### config.mk
export PLATFORM = sky130hd
export DESIGN_NAME = gradient_color_ramp_lookup_core
export DESIGN_NICKNAME = d
export VERILOG_FILES = /design/src/hw/rtl/gcrl_pkg.sv /design/src/hw/rtl/gcrl_point_ram.sv /design/src/hw/rtl/gcrl_div.sv /design/src/hw/rtl/gradient_color_ramp_lookup_core.sv
export VERILOG_INCLUDE_DIRS = /design/src /design/src/hw/rtl
export SDC_FILE = /design/constraint.sdc
export NUM_CORES = 2
export LEC_CHECK = 0
export BUFFER_PORTS_ARGS = -buffer_cell sky130_fd_sc_hd__clkbuf_2
export CORE_MARGIN = 8
export CORE_UTILIZATION = 55
export DETAILED_ROUTE_END_ITERATION = 8
export PLACE_DENSITY = 0.7
export SYNTH_ARGS = -nofsm -noshare
export SYNTH_HDL_FRONTEND = slang
export SYNTH_SLANG_ARGS = --single-unit
### constraint.sdc
create_clock -name i_clk -period 11.02 [get_ports i_clk]
set_clock_uncertainty 0.15 [all_clocks]
set_input_delay 1.102 -clock i_clk [delete_from_list [all_inputs] [get_ports i_clk]]
set_output_delay 1.102 -clock i_clk [all_outputs]
set_load 0.1 [all_outputs]
### src/hw/rtl/assert_macros.svh
// assertion helpers included by the ramp lookup core
`ifndef ASSERT_MACROS_SVH
`define ASSERT_MACROS_SVH
`ifndef ASSERT_OFF
`define ASSERT_ALWAYS(lbl, clk, rst_n, expr) \
    lbl: assert property (@(posedge clk) disable iff (!rst_n) (expr)) \
        else $error("assertion failed");
`define ASSERT_IMPLIES(lbl, clk, rst_n, ante, cons) \
    lbl: assert property (@(posedge clk) disable iff (!rst_n) (ante) |-> (cons)) \
        else $error("assertion failed");
`else
`define ASSERT_ALWAYS(lbl, clk, rst_n, expr)
`define ASSERT_IMPLIES(lbl, clk, rst_n, ante, cons)
`endif
`endif

### src/hw/rtl/gcrl_pkg.sv
`timescale 1ns / 1ps
// ----------------------------------------------------------------------------
// gcrl_pkg
// types and constants of the gradient color ramp lookup
// ----------------------------------------------------------------------------
package gcrl_pkg;

    localparam logic [16:0] POS_ONE = 17'h10000;

    typedef enum logic [1:0] {
        ACT_ADD    = 2'd0,
        ACT_CLEAR  = 2'd1,
        ACT_REMOVE = 2'd2,
        ACT_LOOKUP = 2'd3
    } t_action;

    typedef enum logic [1:0] {
        STAT_OK       = 2'd0,
        STAT_LOCKED   = 2'd1,
        STAT_FULL     = 2'd2,
        STAT_BAD_SLOT = 2'd3
    } t_status;

    localparam logic [1:0] COMP_RED   = 2'd0;
    localparam logic [1:0] COMP_GREEN = 2'd1;
    localparam logic [1:0] COMP_BLUE  = 2'd2;

    typedef struct packed {
        logic [1:0]  action;
        logic [16:0] point_pos;
        logic [7:0]  point_red;
        logic [7:0]  point_green;
        logic [7:0]  point_blue;
        logic [3:0]  point_slot;
        logic [9:0]  entry_index;
    } t_in_word;

    typedef struct packed {
        logic [7:0] out_red;
        logic [7:0] out_green;
        logic [7:0] out_blue;
        logic [7:0] out_alpha;
        logic       scale_valid;
        logic [1:0] status;
    } t_out_word;

    typedef struct packed {
        logic [16:0] pos;
        logic [23:0] color;
    } t_point;

    typedef enum logic [4:0] {
        S_IDLE,
        S_ADD_RD,
        S_ADD_EV,
        S_ADD_WR,
        S_REM_RD,
        S_REM_EV,
        S_CHK,
        S_CHK_EV0,
        S_CHK_EVL,
        S_LK_RD0,
        S_LK_RD1,
        S_LK_EV,
        S_MUL_BASE,
        S_MUL_DEN,
        S_CLAMP,
        S_MUL_A,
        S_MUL_B,
        S_DIV,
        S_OUT
    } t_state;

    function automatic logic [7:0] color_comp(input logic [23:0] c, input logic [1:0] k);
        case (k)
            COMP_RED:   return c[23:16];
            COMP_GREEN: return c[15:8];
            default:    return c[7:0];
        endcase
    endfunction

endpackage

### src/hw/rtl/gcrl_point_ram.sv
`timescale 1ns / 1ps
// ----------------------------------------------------------------------------
// gcrl_point_ram
// control point store, one write and one registered read per cycle
// ----------------------------------------------------------------------------
module gcrl_point_ram #(
    parameter int DEPTH = 16,
    parameter int AW    = 4
) (
    input  logic            i_clk,
    input  logic            i_we,
    input  logic [AW-1:0]   i_waddr,
    input  gcrl_pkg::t_point i_wdata,
    input  logic [AW-1:0]   i_raddr,
    output gcrl_pkg::t_point o_rdata
);
    import gcrl_pkg::*;

    t_point r_mem [DEPTH];
    t_point r_rdata;

    always_ff @(posedge i_clk) begin
        if (i_we) begin
            r_mem[i_waddr] <= i_wdata;
        end
    end

    // the sequencer never uses a read of an entry made in the cycle it writes it
    always_ff @(posedge i_clk) begin
        r_rdata <= r_mem[i_raddr];
    end

    assign o_rdata = r_rdata;
endmodule

### src/hw/rtl/gcrl_div.sv
`timescale 1ns / 1ps
// ----------------------------------------------------------------------------
// gcrl_div
// restoring divider, eight quotient bits, one bit per cycle
// ----------------------------------------------------------------------------
module gcrl_div #(
    parameter int DW = 27,
    parameter int NW = 35
) (
    input  logic          i_clk,
    input  logic          i_rst_n,
    input  logic          i_start,
    input  logic [NW-1:0] i_dividend,
    input  logic [DW-1:0] i_divisor,
    output logic          o_done,
    output logic [7:0]    o_quot
);
    logic          r_busy;
    logic          r_done;
    logic [2:0]    r_bit;
    logic [NW-1:0] r_rem;
    logic [DW-1:0] r_div;
    logic [7:0]    r_q;
    logic [NW-1:0] shifted;

    // quotient is known to stay below 256
    assign shifted = NW'(r_div) << r_bit;

    always_ff @(posedge i_clk) begin
        if (!i_rst_n) begin
            r_busy <= 1'b0;
            r_done <= 1'b0;
            r_bit  <= 3'd7;
        end else begin
            r_done <= 1'b0;
            if (i_start) begin
                r_busy <= 1'b1;
                r_bit  <= 3'd7;
            end else if (r_busy) begin
                r_bit <= r_bit - 3'd1;
                if (r_bit == 3'd0) begin
                    r_busy <= 1'b0;
                    r_done <= 1'b1;
                end
            end
        end
    end

    always_ff @(posedge i_clk) begin
        if (i_start) begin
            r_rem <= i_dividend;
            r_div <= i_divisor;
            r_q   <= 8'd0;
        end else if (r_busy) begin
            if (r_rem >= shifted) begin
                r_rem        <= r_rem - shifted;
                r_q[r_bit]   <= 1'b1;
            end
        end
    end

    assign o_done = r_done;
    assign o_quot = r_q;
endmodule

### src/hw/rtl/gradient_color_ramp_lookup_core.sv
`timescale 1ns / 1ps
// ----------------------------------------------------------------------------
// gradient_color_ramp_lookup_core
// sorted gradient point table in a ram with one write and one read port, with ramp entry interpolation
// ----------------------------------------------------------------------------
// one word at a time; the next word is taken the cycle after its result is queued
// add: compares stored points from the top, shifting each larger one up, then writes;
//   remove: moves each later point down; both check the ends unless under two points remain
// lookup: walks the intervals, sets up the base, span and clamp, then multiplies twice and
//   divides for each of three components, then loads; clear and invalid scale load directly
// reset (synchronous, active low) empties the table and unlocks; ram is not cleared
module gradient_color_ramp_lookup_core #(
    parameter int MAX_POINTS  = 16,
    parameter int LUT_ENTRIES = 1024
) (
    input  logic                i_clk,
    input  logic                i_rst_n,
    input  logic                i_cfg_we,
    input  logic                i_cfg_wdata,
    input  logic                i_in_valid,
    output logic                o_in_stall,
    input  gcrl_pkg::t_in_word  i_in_word,
    output logic                o_out_valid,
    input  logic                i_out_stall,
    output gcrl_pkg::t_out_word o_out_word
);
    import gcrl_pkg::*;
    `include "assert_macros.svh"

    localparam int AW  = (MAX_POINTS > 1) ? $clog2(MAX_POINTS) : 1;
    localparam int CW  = $clog2(MAX_POINTS + 1);
    localparam int SW  = (CW > 4) ? CW : 4;
    localparam int LW  = (LUT_ENTRIES > 2) ? $clog2(LUT_ENTRIES) : 1;
    localparam int IXW = (LW > 10) ? LW : 10;
    localparam int PW  = LW + 17;
    localparam int NW  = PW + 8;
    localparam logic [LW-1:0] LAST  = LW'(LUT_ENTRIES - 1);
    localparam logic [CW-1:0] CMAX  = CW'(MAX_POINTS);

    t_state        r_state, n_state;
    logic [CW-1:0] r_count, n_count;
    logic          r_valid, n_valid;
    logic          r_first_ok, n_first_ok;
    logic          r_locked;
    logic [1:0]    r_act, n_act;
    t_status       r_status, n_status;
    t_point        r_new, n_new;
    logic [AW-1:0] r_at, n_at;
    logic [AW-1:0] r_k, n_k;
    logic [AW-1:0] r_j, n_j;
    t_point        r_e0, n_e0;
    t_point        r_e1, n_e1;
    logic [PW-1:0] r_target, n_target;
    logic [PW-1:0] r_prod, n_prod;
    logic [PW-1:0] r_den, n_den;
    logic [PW-1:0] r_num, n_num;
    logic [PW-1:0] r_dmn, n_dmn;
    logic [NW-1:0] r_acc, n_acc;
    logic [1:0]    r_comp, n_comp;
    logic [7:0]    r_red, n_red;
    logic [7:0]    r_green, n_green;
    logic [7:0]    r_blue, n_blue;
    logic          r_o_valid, n_o_valid;
    t_out_word     r_o_word, n_o_word;

    logic          mem_we;
    logic [AW-1:0] mem_waddr;
    t_point        mem_wdata;
    logic [AW-1:0] mem_raddr;
    t_point        mem_rdata;
    logic          div_start;
    logic          div_done;
    logic [7:0]    div_q;

    logic [LW-1:0] idx_c;
    logic [PW-1:0] walk_prod;

    gcrl_point_ram #(
        .DEPTH (MAX_POINTS),
        .AW    (AW)
    ) u_ram (
        .i_clk   (i_clk),
        .i_we    (mem_we),
        .i_waddr (mem_waddr),
        .i_wdata (mem_wdata),
        .i_raddr (mem_raddr),
        .o_rdata (mem_rdata)
    );

    // the divider takes the full sum as it is formed
    gcrl_div #(
        .DW (PW),
        .NW (NW)
    ) u_div (
        .i_clk      (i_clk),
        .i_rst_n    (i_rst_n),
        .i_start    (div_start),
        .i_dividend (n_acc),
        .i_divisor  (r_den),
        .o_done     (div_done),
        .o_quot     (div_q)
    );

    assign idx_c = (IXW'(i_in_word.entry_index) > IXW'(LAST)) ? LAST
                 : LW'(i_in_word.entry_index);
    assign walk_prod = PW'(mem_rdata.pos) * PW'(LAST);

    assign o_in_stall  = (r_state != S_IDLE);
    assign o_out_valid = r_o_valid;
    assign o_out_word  = r_o_word;

    always_ff @(posedge i_clk) begin
        if (!i_rst_n) begin
            r_state   <= S_IDLE;
            r_count   <= '0;
            r_valid   <= 1'b0;
            r_locked  <= 1'b0;
            r_o_valid <= 1'b0;
        end else begin
            r_state   <= n_state;
            r_count   <= n_count;
            r_valid   <= n_valid;
            r_o_valid <= n_o_valid;
            if (i_cfg_we) begin
                r_locked <= i_cfg_wdata;
            end
        end
    end

    always_ff @(posedge i_clk) begin
        r_first_ok <= n_first_ok;
        r_act      <= n_act;
        r_status   <= n_status;
        r_new      <= n_new;
        r_at       <= n_at;
        r_k        <= n_k;
        r_j        <= n_j;
        r_e0       <= n_e0;
        r_e1       <= n_e1;
        r_target   <= n_target;
        r_prod     <= n_prod;
        r_den      <= n_den;
        r_num      <= n_num;
        r_dmn      <= n_dmn;
        r_acc      <= n_acc;
        r_comp     <= n_comp;
        r_red      <= n_red;
        r_green    <= n_green;
        r_blue     <= n_blue;
        r_o_word   <= n_o_word;
    end

    always_comb begin
        n_state    = r_state;
        n_count    = r_count;
        n_valid    = r_valid;
        n_first_ok = r_first_ok;
        n_act      = r_act;
        n_status   = r_status;
        n_new      = r_new;
        n_at       = r_at;
        n_k        = r_k;
        n_j        = r_j;
        n_e0       = r_e0;
        n_e1       = r_e1;
        n_target   = r_target;
        n_prod     = r_prod;
        n_den      = r_den;
        n_num      = r_num;
        n_dmn      = r_dmn;
        n_acc      = r_acc;
        n_comp     = r_comp;
        n_red      = r_red;
        n_green    = r_green;
        n_blue     = r_blue;
        n_o_valid  = r_o_valid && i_out_stall;
        n_o_word   = r_o_word;
        mem_we     = 1'b0;
        mem_waddr  = r_at;
        mem_wdata  = r_new;
        mem_raddr  = '0;
        div_start  = 1'b0;

        unique case (r_state)
            S_IDLE: begin
                if (i_in_valid) begin
                    n_act    = i_in_word.action;
                    n_status = STAT_OK;
                    n_red    = 8'd0;
                    n_green  = 8'd0;
                    n_blue   = 8'd0;
                    n_state  = S_OUT;
                    unique case (i_in_word.action)
                        ACT_ADD: begin
                            if (r_locked) begin
                                n_status = STAT_LOCKED;
                            end else if (r_count == CMAX) begin
                                n_status = STAT_FULL;
                            end else begin
                                n_new.pos = (i_in_word.point_pos > POS_ONE) ? POS_ONE
                                          : i_in_word.point_pos;
                                n_new.color = {i_in_word.point_red, i_in_word.point_green,
                                               i_in_word.point_blue};
                                n_at    = AW'(r_count);
                                n_state = (r_count == '0) ? S_ADD_WR : S_ADD_RD;
                            end
                        end
                        ACT_CLEAR: begin
                            if (r_locked) begin
                                n_status = STAT_LOCKED;
                            end else begin
                                n_count = '0;
                                n_valid = 1'b0;
                            end
                        end
                        ACT_REMOVE: begin
                            if (r_locked) begin
                                n_status = STAT_LOCKED;
                            end else if (SW'(i_in_word.point_slot) >= SW'(r_count)) begin
                                n_status = STAT_BAD_SLOT;
                            end else begin
                                n_k     = AW'(i_in_word.point_slot);
                                n_state = S_REM_RD;
                            end
                        end
                        default: begin
                            if (r_valid) begin
                                n_target = PW'({idx_c, 16'd0});
                                n_j      = '0;
                                n_state  = S_LK_RD0;
                            end
                        end
                    endcase
                end
            end
            S_ADD_RD: begin
                mem_raddr = r_at - AW'(1);
                n_state   = S_ADD_EV;
            end
            S_ADD_EV: begin
                if (mem_rdata.pos > r_new.pos) begin
                    // shift the larger point up one slot
                    mem_we    = 1'b1;
                    mem_wdata = mem_rdata;
                    n_at      = r_at - AW'(1);
                    n_state   = (r_at == AW'(1)) ? S_ADD_WR : S_ADD_RD;
                end else begin
                    n_state = S_ADD_WR;
                end
            end
            S_ADD_WR: begin
                mem_we  = 1'b1;
                n_count = r_count + CW'(1);
                n_state = S_CHK;
            end
            S_REM_RD: begin
                if ((CW + 1)'(r_k) + (CW + 1)'(1) < (CW + 1)'(r_count)) begin
                    mem_raddr = r_k + AW'(1);
                    n_state   = S_REM_EV;
                end else begin
                    // end check below sets the flag again
                    n_count = r_count - CW'(1);
                    n_valid = 1'b0;
                    n_state = S_CHK;
                end
            end
            S_REM_EV: begin
                mem_we    = 1'b1;
                mem_waddr = r_k;
                mem_wdata = mem_rdata;
                n_k       = r_k + AW'(1);
                n_state   = S_REM_RD;
            end
            S_CHK: begin
                if (r_count < CW'(2)) begin
                    n_valid = 1'b0;
                    n_state = S_OUT;
                end else begin
                    mem_raddr = '0;
                    n_state   = S_CHK_EV0;
                end
            end
            S_CHK_EV0: begin
                n_first_ok = (mem_rdata.pos == 17'd0);
                mem_raddr  = AW'(r_count - CW'(1));
                n_state    = S_CHK_EVL;
            end
            S_CHK_EVL: begin
                n_valid = r_first_ok && (mem_rdata.pos == POS_ONE);
                n_state = S_OUT;
            end
            S_LK_RD0: begin
                mem_raddr = '0;
                n_state   = S_LK_RD1;
            end
            S_LK_RD1: begin
                n_e0      = mem_rdata;
                mem_raddr = AW'(1);
                n_state   = S_LK_EV;
            end
            S_LK_EV: begin
                // step forward while the right end lies below the target
                if (((CW + 1)'(r_j) + (CW + 1)'(2) < (CW + 1)'(r_count))
                        && (walk_prod < r_target)) begin
                    n_e0      = mem_rdata;
                    n_j       = r_j + AW'(1);
                    mem_raddr = r_j + AW'(2);
                end else begin
                    n_e1    = mem_rdata;
                    n_state = S_MUL_BASE;
                end
            end
            S_MUL_BASE: begin
                n_prod = PW'(r_e0.pos) * PW'(LAST);
                if (r_e1.pos <= r_e0.pos) begin
                    n_red   = color_comp(r_e0.color, COMP_RED);
                    n_green = color_comp(r_e0.color, COMP_GREEN);
                    n_blue  = color_comp(r_e0.color, COMP_BLUE);
                    n_state = S_OUT;
                end else begin
                    n_state = S_MUL_DEN;
                end
            end
            S_MUL_DEN: begin
                n_den   = PW'(r_e1.pos - r_e0.pos) * PW'(LAST);
                n_num   = (r_target > r_prod) ? (r_target - r_prod) : '0;
                n_comp  = COMP_RED;
                n_state = S_CLAMP;
            end
            S_CLAMP: begin
                if (r_num > r_den) begin
                    n_num = r_den;
                    n_dmn = '0;
                end else begin
                    n_dmn = r_den - r_num;
                end
                n_state = S_MUL_A;
            end
            S_MUL_A: begin
                n_acc   = NW'(color_comp(r_e0.color, r_comp)) * NW'(r_dmn);
                n_state = S_MUL_B;
            end
            S_MUL_B: begin
                n_acc     = r_acc + NW'(color_comp(r_e1.color, r_comp)) * NW'(r_num);
                div_start = 1'b1;
                n_state   = S_DIV;
            end
            S_DIV: begin
                if (div_done) begin
                    case (r_comp)
                        COMP_RED:   n_red   = div_q;
                        COMP_GREEN: n_green = div_q;
                        default:    n_blue  = div_q;
                    endcase
                    if (r_comp == COMP_BLUE) begin
                        n_state = S_OUT;
                    end else begin
                        n_comp  = r_comp + 2'd1;
                        n_state = S_MUL_A;
                    end
                end
            end
            S_OUT: begin
                if (!r_o_valid || !i_out_stall) begin
                    n_o_valid            = 1'b1;
                    n_o_word.out_red     = r_red;
                    n_o_word.out_green   = r_green;
                    n_o_word.out_blue    = r_blue;
                    n_o_word.out_alpha   = ((r_act == ACT_LOOKUP) && r_valid) ? 8'hFF
                                         : 8'h00;
                    n_o_word.scale_valid = r_valid;
                    n_o_word.status      = r_status;
                    n_state              = S_IDLE;
                end
            end
            default: begin
                n_state = S_IDLE;
            end
        endcase
    end

    `ASSERT_ALWAYS(a_count_bound, i_clk, i_rst_n, r_count <= CMAX)
    `ASSERT_IMPLIES(a_valid_needs_two, i_clk, i_rst_n, r_valid, r_count >= CW'(2))
    `ASSERT_IMPLIES(a_alpha_valid, i_clk, i_rst_n, r_o_valid && (r_o_word.out_alpha != 8'h00), r_o_word.scale_valid)
endmodule

After elaboration in Yosys (flattened, before gate mapping). Memories as Yosys holds them, arrays and structs flattened. A register that Yosys moved wholly into a read port is not among the register bits. Cells that the tools add are included.

Output and inout port bits: 37. Memories kept: 1. RAM bits: 656. Register bits after elaboration: 442. Input bits: 63.

Bitwise operators: 7. Multipliers: 5. Eq/ne operators: 48. Shift operators: 1. Reduce and logical (&&, ||, !) cells: 50. Add/subtract/negate cells: 15. Muxes and demuxes: 100. $lt $le $gt $ge: 14.

Memories: u_ram.r_mem (words 16, bits a word 41, rd ports 1, clocked after memory_dff 1, write ports 1, RTL line gcrl_point_ram.sv:19) `t_point r_mem [DEPTH];`.

Operator list (count): $pmux 41 s2 (2); $mux 35 (3); $mux 8 (13); $pmux 5 s19 (1); $mux 41 (2); $mux 5 (16); $pmux 8 s3 (3); $mul 8x27->35 (2); $pmux 35 s2 (1); $mux 4 (16); $mul 17x10->27 const B (2); $mux 27 (2); $pmux 27 s2 (1); $eq 5x4->1 const B (8); $add 35x35->35 (1); $ge 35x35->1 (1); $reduce_and 5->1 (7); $shl 27x3->35 (1); $sub 35x35->35 (1); $ne 2x2->1 const B (16); $pmux 8 s2 (2); $pmux 5 s3 (2); $gt 26x27->1 (1); $gt 27x27->1 (1); 60 further kinds (135).

Logic depth before layout (Yosys ltp).
Word-level depth: 7. Mapped depth: 38. Depth with buffers taken out: 35.

Modules after synthesis. Synthesis repeated with hierarchy kept, for this count alone.

Cells, all modules: 5848. Area, all modules: 73793.3 um^2.

Modules (own cells, without submodules): gradient_color_ramp_lookup_core (area an instance 42731.0 um^2, cells an instance 4218, seq. area each 10329.9 um^2, instances 1); gcrl_point_ram (area an instance 25369.3 um^2, cells an instance 1066, seq. area each 20519.7 um^2, instances 1); gcrl_div (area an instance 5693.0 um^2, cells an instance 564, seq. area each 2122.0 um^2, instances 1).

Worst setup path before layout. OpenSTA, ideal clock, no wires.

Path type: register to register. From: reg u_ram.o_rdata[38] (netlist name). To: reg r_e0[0] (netlist bit) (enable). Data arrival time: 8.238 ns. Data required time: 10.374 ns. Library setup time: 0.496 ns. Cell stages (with the launch flop): 28. Setup slack: 2.136 ns. Path buffers: 0. Clock period less this slack: 8.884 ns. Cells stage by stage: dfxtp_1 inv_1 fa_1 inv_1 fa_1 fa_1 fa_1 inv_1 fa_1 inv_1 ha_1 a41oi_1 a31oi_1 o31ai_1 o311ai_2 o311ai_2 nand2_1 a21oi_1 nor2b_1 o21a_1 nor2_1 xnor2_1 ha_1 a211o_1 or4_1 nor3_1 nand2_1 o21ai_0.

Longest elaborated chain between the ends: 5.

RTL lines: $mul 17x10->27 (RTL line gradient_color_ramp_lookup_core.sv:106) `assign walk_prod = PW'(mem_rdata.pos) * PW'(LAST);`; $lt 27x26->1 (RTL line gradient_color_ramp_lookup_core.sv:304) `&& (walk_prod < r_target)) begin`; $logic_and 1x1->1 (RTL line gradient_color_ramp_lookup_core.sv:304); $ne 2x2->1 (no source line); $reduce_and 2->1 (no source line); to (signal assigned) (RTL line gradient_color_ramp_lookup_core.sv:138) `r_e0 <= n_e0;`; to (decl) (RTL line gradient_color_ramp_lookup_core.sv:51) `t_point r_e0, n_e0;`.

No other way between the ends. A chain may end at the register's enable or synchronous reset.

Worst setup path in the final report.
From: reg u_ram.o_rdata[34] (netlist name). To: reg u_ram.o_rdata[20] (netlist name).

Longest elaborated chain between the ends: 5.

RTL lines: $mul 17x10->27 (RTL line gradient_color_ramp_lookup_core.sv:106); $lt 27x26->1 (RTL line gradient_color_ramp_lookup_core.sv:304); $logic_and 1x1->1 (RTL line gradient_color_ramp_lookup_core.sv:304); $mux 4 (RTL line gradient_color_ramp_lookup_core.sv:303) `if (((CW + 1)'(r_j) + (CW + 1)'(2) < (CW + 1)'(r_count))`; $pmux 4 s5 (RTL line gradient_color_ramp_lookup_core.sv:184) `unique case (r_state)`.

No other way between the ends.

==> impl_results.md <==
* Fill count at 10600
* First-pass GRT wire length at 298000 µm
* Synth Register Bits at 1132
* Syn avg cell area at 11.5 µm²
* Crit-path leading delay family: adder cells
* Required time of the critical path at roughly 12000 ps
* Endpoint type of the worst setup path: flop
* Most common cell on crit path: fa_1
* R2r endpoint: u_ram.o_rdata[20]$_DFF_P_
* Final GP Congestion at 0.920
* FF+latch area at 0.0330 mm²
* Pre-antenna DRT Iters at 6
* Synth cell count leaders: 1030 x edfxtp_1, 889 x inv_1, 785 x nand2_1
* Crit path DAT at 10270 ps
* Final slew viol count at 0
* Post-route setup TNS at 0 ps
* Post-detail-place hpwl at 139000 µm
* Cells on Worst Hold Path at 0
* Worst-skew pair later-pin latency at 780 ps
* Worst hold path type: reg -> reg
* Starting Density at 0.553
* Endpoints failing hold at 0
* Total GRT Usage at 0.262
* Max Cap Violations at 0
* Slowest CP cell: fa_1
* R2R depth at 31
* CP peak stage delay at 670 ps
* RSZ-0062 raised after global routing: false
* Yosys top cell by area: edfxtp_1
* Post-synthesis async set-or-reset flop share at 0
* Setup Viol. Count Final at 0
* Gate Count Post-Synth at 6408
* Ys flop type: edfxtp_1
* Routed length on met1 at 77700 µm
* PortBufs at 99
* Post-DRT Antenna Nets at 0
* Reg2reg setup slack at 1240 ps
* Total CTS buffers at about 120
* Initial drt markers at between 4000 and 5000
* Critical path startpoint category: flop
* Fmax at 102 MHz
* Fin nets at 7620
* Critical path peak fanout at 18
* Metal2 WL at 93300 µm
* DRC Markers at 0
* Vias at 49700
* Sequential element share of the synthesized area at 0.447
* Top layer in use: met4
* Die height at 382 µm
* Layout cells sized above 1 at 0.0777
* Antenna violations before repair at 3
* Max_slew headroom at 0.187
* Avg WL per Cell at approximately 23 µm
* DR vias/cell at 5.94
* Setup CP Type: reg -> reg
* H-tree depth at 3
* CTS tree: done
* Number of global-route vias before repair at 50800
* Root buffer cell: clkbuf_16
* Hold Path Origin: r_red[7]$_DFFE_PP_
* Clk sinks at 1132
* Post-layout min period at 9780 ps
* Post-cts resize count at 0
* Ranking of synthesized cells by area: edfxtp_1 42%, fa_1 17%, ha_1 7.3%
* Actual slew at the worst max-slew pin at 1220 ps
* WP buf/inv at 5
* Dpl cells at between 8000 and 9000
* Top-area cell type share of the netlist area at 0.420
* Final Non-Filler Cells at 8374
* CTS clk-pin slew, worst paths at 70 ps
* Netlist Area Pre-Place at 0.0737 mm²
* Die area at around 0.15 mm²
* Post-synth cell types at a little over 90
* Hold buffers post-CTS at 0
* Most frequent cell after synthesis: edfxtp_1
* Post-CTS setup buffer count at 0
* Drt total wl at between 150000 and 200000 µm
* Grt total ovfl at 0
* Min Hold Slack at between 200 and 300 ps
* Status: complete, no violations
* Yosys warns at 0
* FP Rows at between 100 and 150
* Die Width at 382 µm
* Mapped Nets at 7529
* Number of I/O pins at 100
* Area of the multi-input gates at 0.0366 mm²
* Core Footprint at 0.133 mm²
* Largest net degree at the start of global routing at 165
* Met3 wire length at approximately 14000 µm
* Hold EP: o_out_word[34]$_DFFE_PP_
* RR Startpoint: u_ram.o_rdata[34]$_DFF_P_
* Period utilization at 0.888
* Syn-to-layout area delta at 9.09%
* Maximum buffer depth of the clock tree at 3
* Number of synthesized flops with an enable pin at 1030
==> per-stage QoR <==
step                 util  area (µm²)  setup slack, ps
CTS                 0.603       80400             1300
global route        0.603       80400              692
floorplan               -       73700             2140
detailed placement  0.573       76400             1370
global placement    0.573       76400             1430
finish              0.603       80400             1240
==> how the worst max path moves through the flow <==
stage / startpoint / to / slack, ps / depth (start not counted)
CTS: u_ram.o_rdata[34]$_DFF_P_ / u_ram.o_rdata[2]$_DFF_P_ / 1300 / 32
detailed placement: u_ram.o_rdata[34]$_DFF_P_ / u_ram.o_rdata[2]$_DFF_P_ / 1370 / 32
global placement: u_ram.o_rdata[34]$_DFF_P_ / u_ram.o_rdata[15]$_DFF_P_ / 1430 / 31
finish: u_ram.o_rdata[34]$_DFF_P_ / u_ram.o_rdata[20]$_DFF_P_ / 1240 / 31
global route: u_ram.o_rdata[34]$_DFF_P_ / u_ram.o_rdata[20]$_DFF_P_ / 690 / 31
floorplan: u_ram.o_rdata[38]$_DFF_P_ / r_e0[0]$_DFFE_PP_ / 2140 / 27
==> cell type report <==
type | instances | share of cell area
antenna | 5 | 0.000156
multi-input combinational | 4161 | 0.456
clock inverter | 70 | 0.00979
sequential | 1132 | 0.410
timing repair buffer | 195 | 0.0154
inverter | 893 | 0.0417
clock buffer | 150 | 0.0398
tap | 1768 | 0.0275
==> sequential cells by signal, summed over array words and instances (netlist names), 28 cells and up <==
signal         flops
u_ram.r_mem      656
o_out_word        28
r_e1              41
r_acc             35
r_new             41
r_e0              41
u_div.r_rem       35
u_ram.o_rdata     41
==> logic make-up (layout without fill, tap and decap cells) <==
family | Yosys count | in the layout | synth area share
AND/OR/NAND/NOR | 1657 | 1657 | 0.100
flip-flops | 1132 | 1132 | 0.447
buffers and inverters | 1115 | 1308 | 0.0597
AO/OA/AOI/OAI | 1070 | 1070 | 0.0986
adder cells (fa/ha/maj) | 1058 | 1058 | 0.244
XOR/XNOR | 213 | 213 | 0.0254
multiplexers | 163 | 163 | 0.0251
other | 0 | 5 | 0
==> per-layer routing <==
metal / GRT usage / vias to the layer above
met3: 0.0410 / 403
met1: 0.349 / 25100
met2: 0.435 / 2017
met5: 0 / -
li1: - / 22300
met4: 0.103 / 0
==> worst reg2reg max path, delay by kind of cell (launching register included) <==
family          cells  cell delay (ps)
simple gates        6             1870
flops               1              570
xor+xnor            1              140
fa+ha+maj           7             3180
buf+inv             5              870
compound gates     12             2860
==> layout by cell type (no fill, tap or decap), types with 32 or more instances in the layout <==
cell type	instances
edfxtp_1	1030
inv_1	888
nand2_1	785
fa_1	630
ha_1	428
nor2_1	296
a21oi_1	211
o21ai_0	184
nand3_1	171
xnor2_1	147
nor2b_1	120
clkbuf_16	116
a21o_1	114
mux2i_1	105
dfxtp_1	101
clkbuf_2	99
buf_4	94
a22o_1	77
a31oi_1	67
xor2_1	65
nor3_1	63
o22ai_1	56
nand2b_1	43
mux2_2	42
o31ai_1	41
o211ai_1	39
o21bai_1	34
and2_1	33
a22oi_1	32
Power is left out: the tool's default activity adds up to more than one toggle a clock period on the data nets, which glitch-free logic cannot reach.
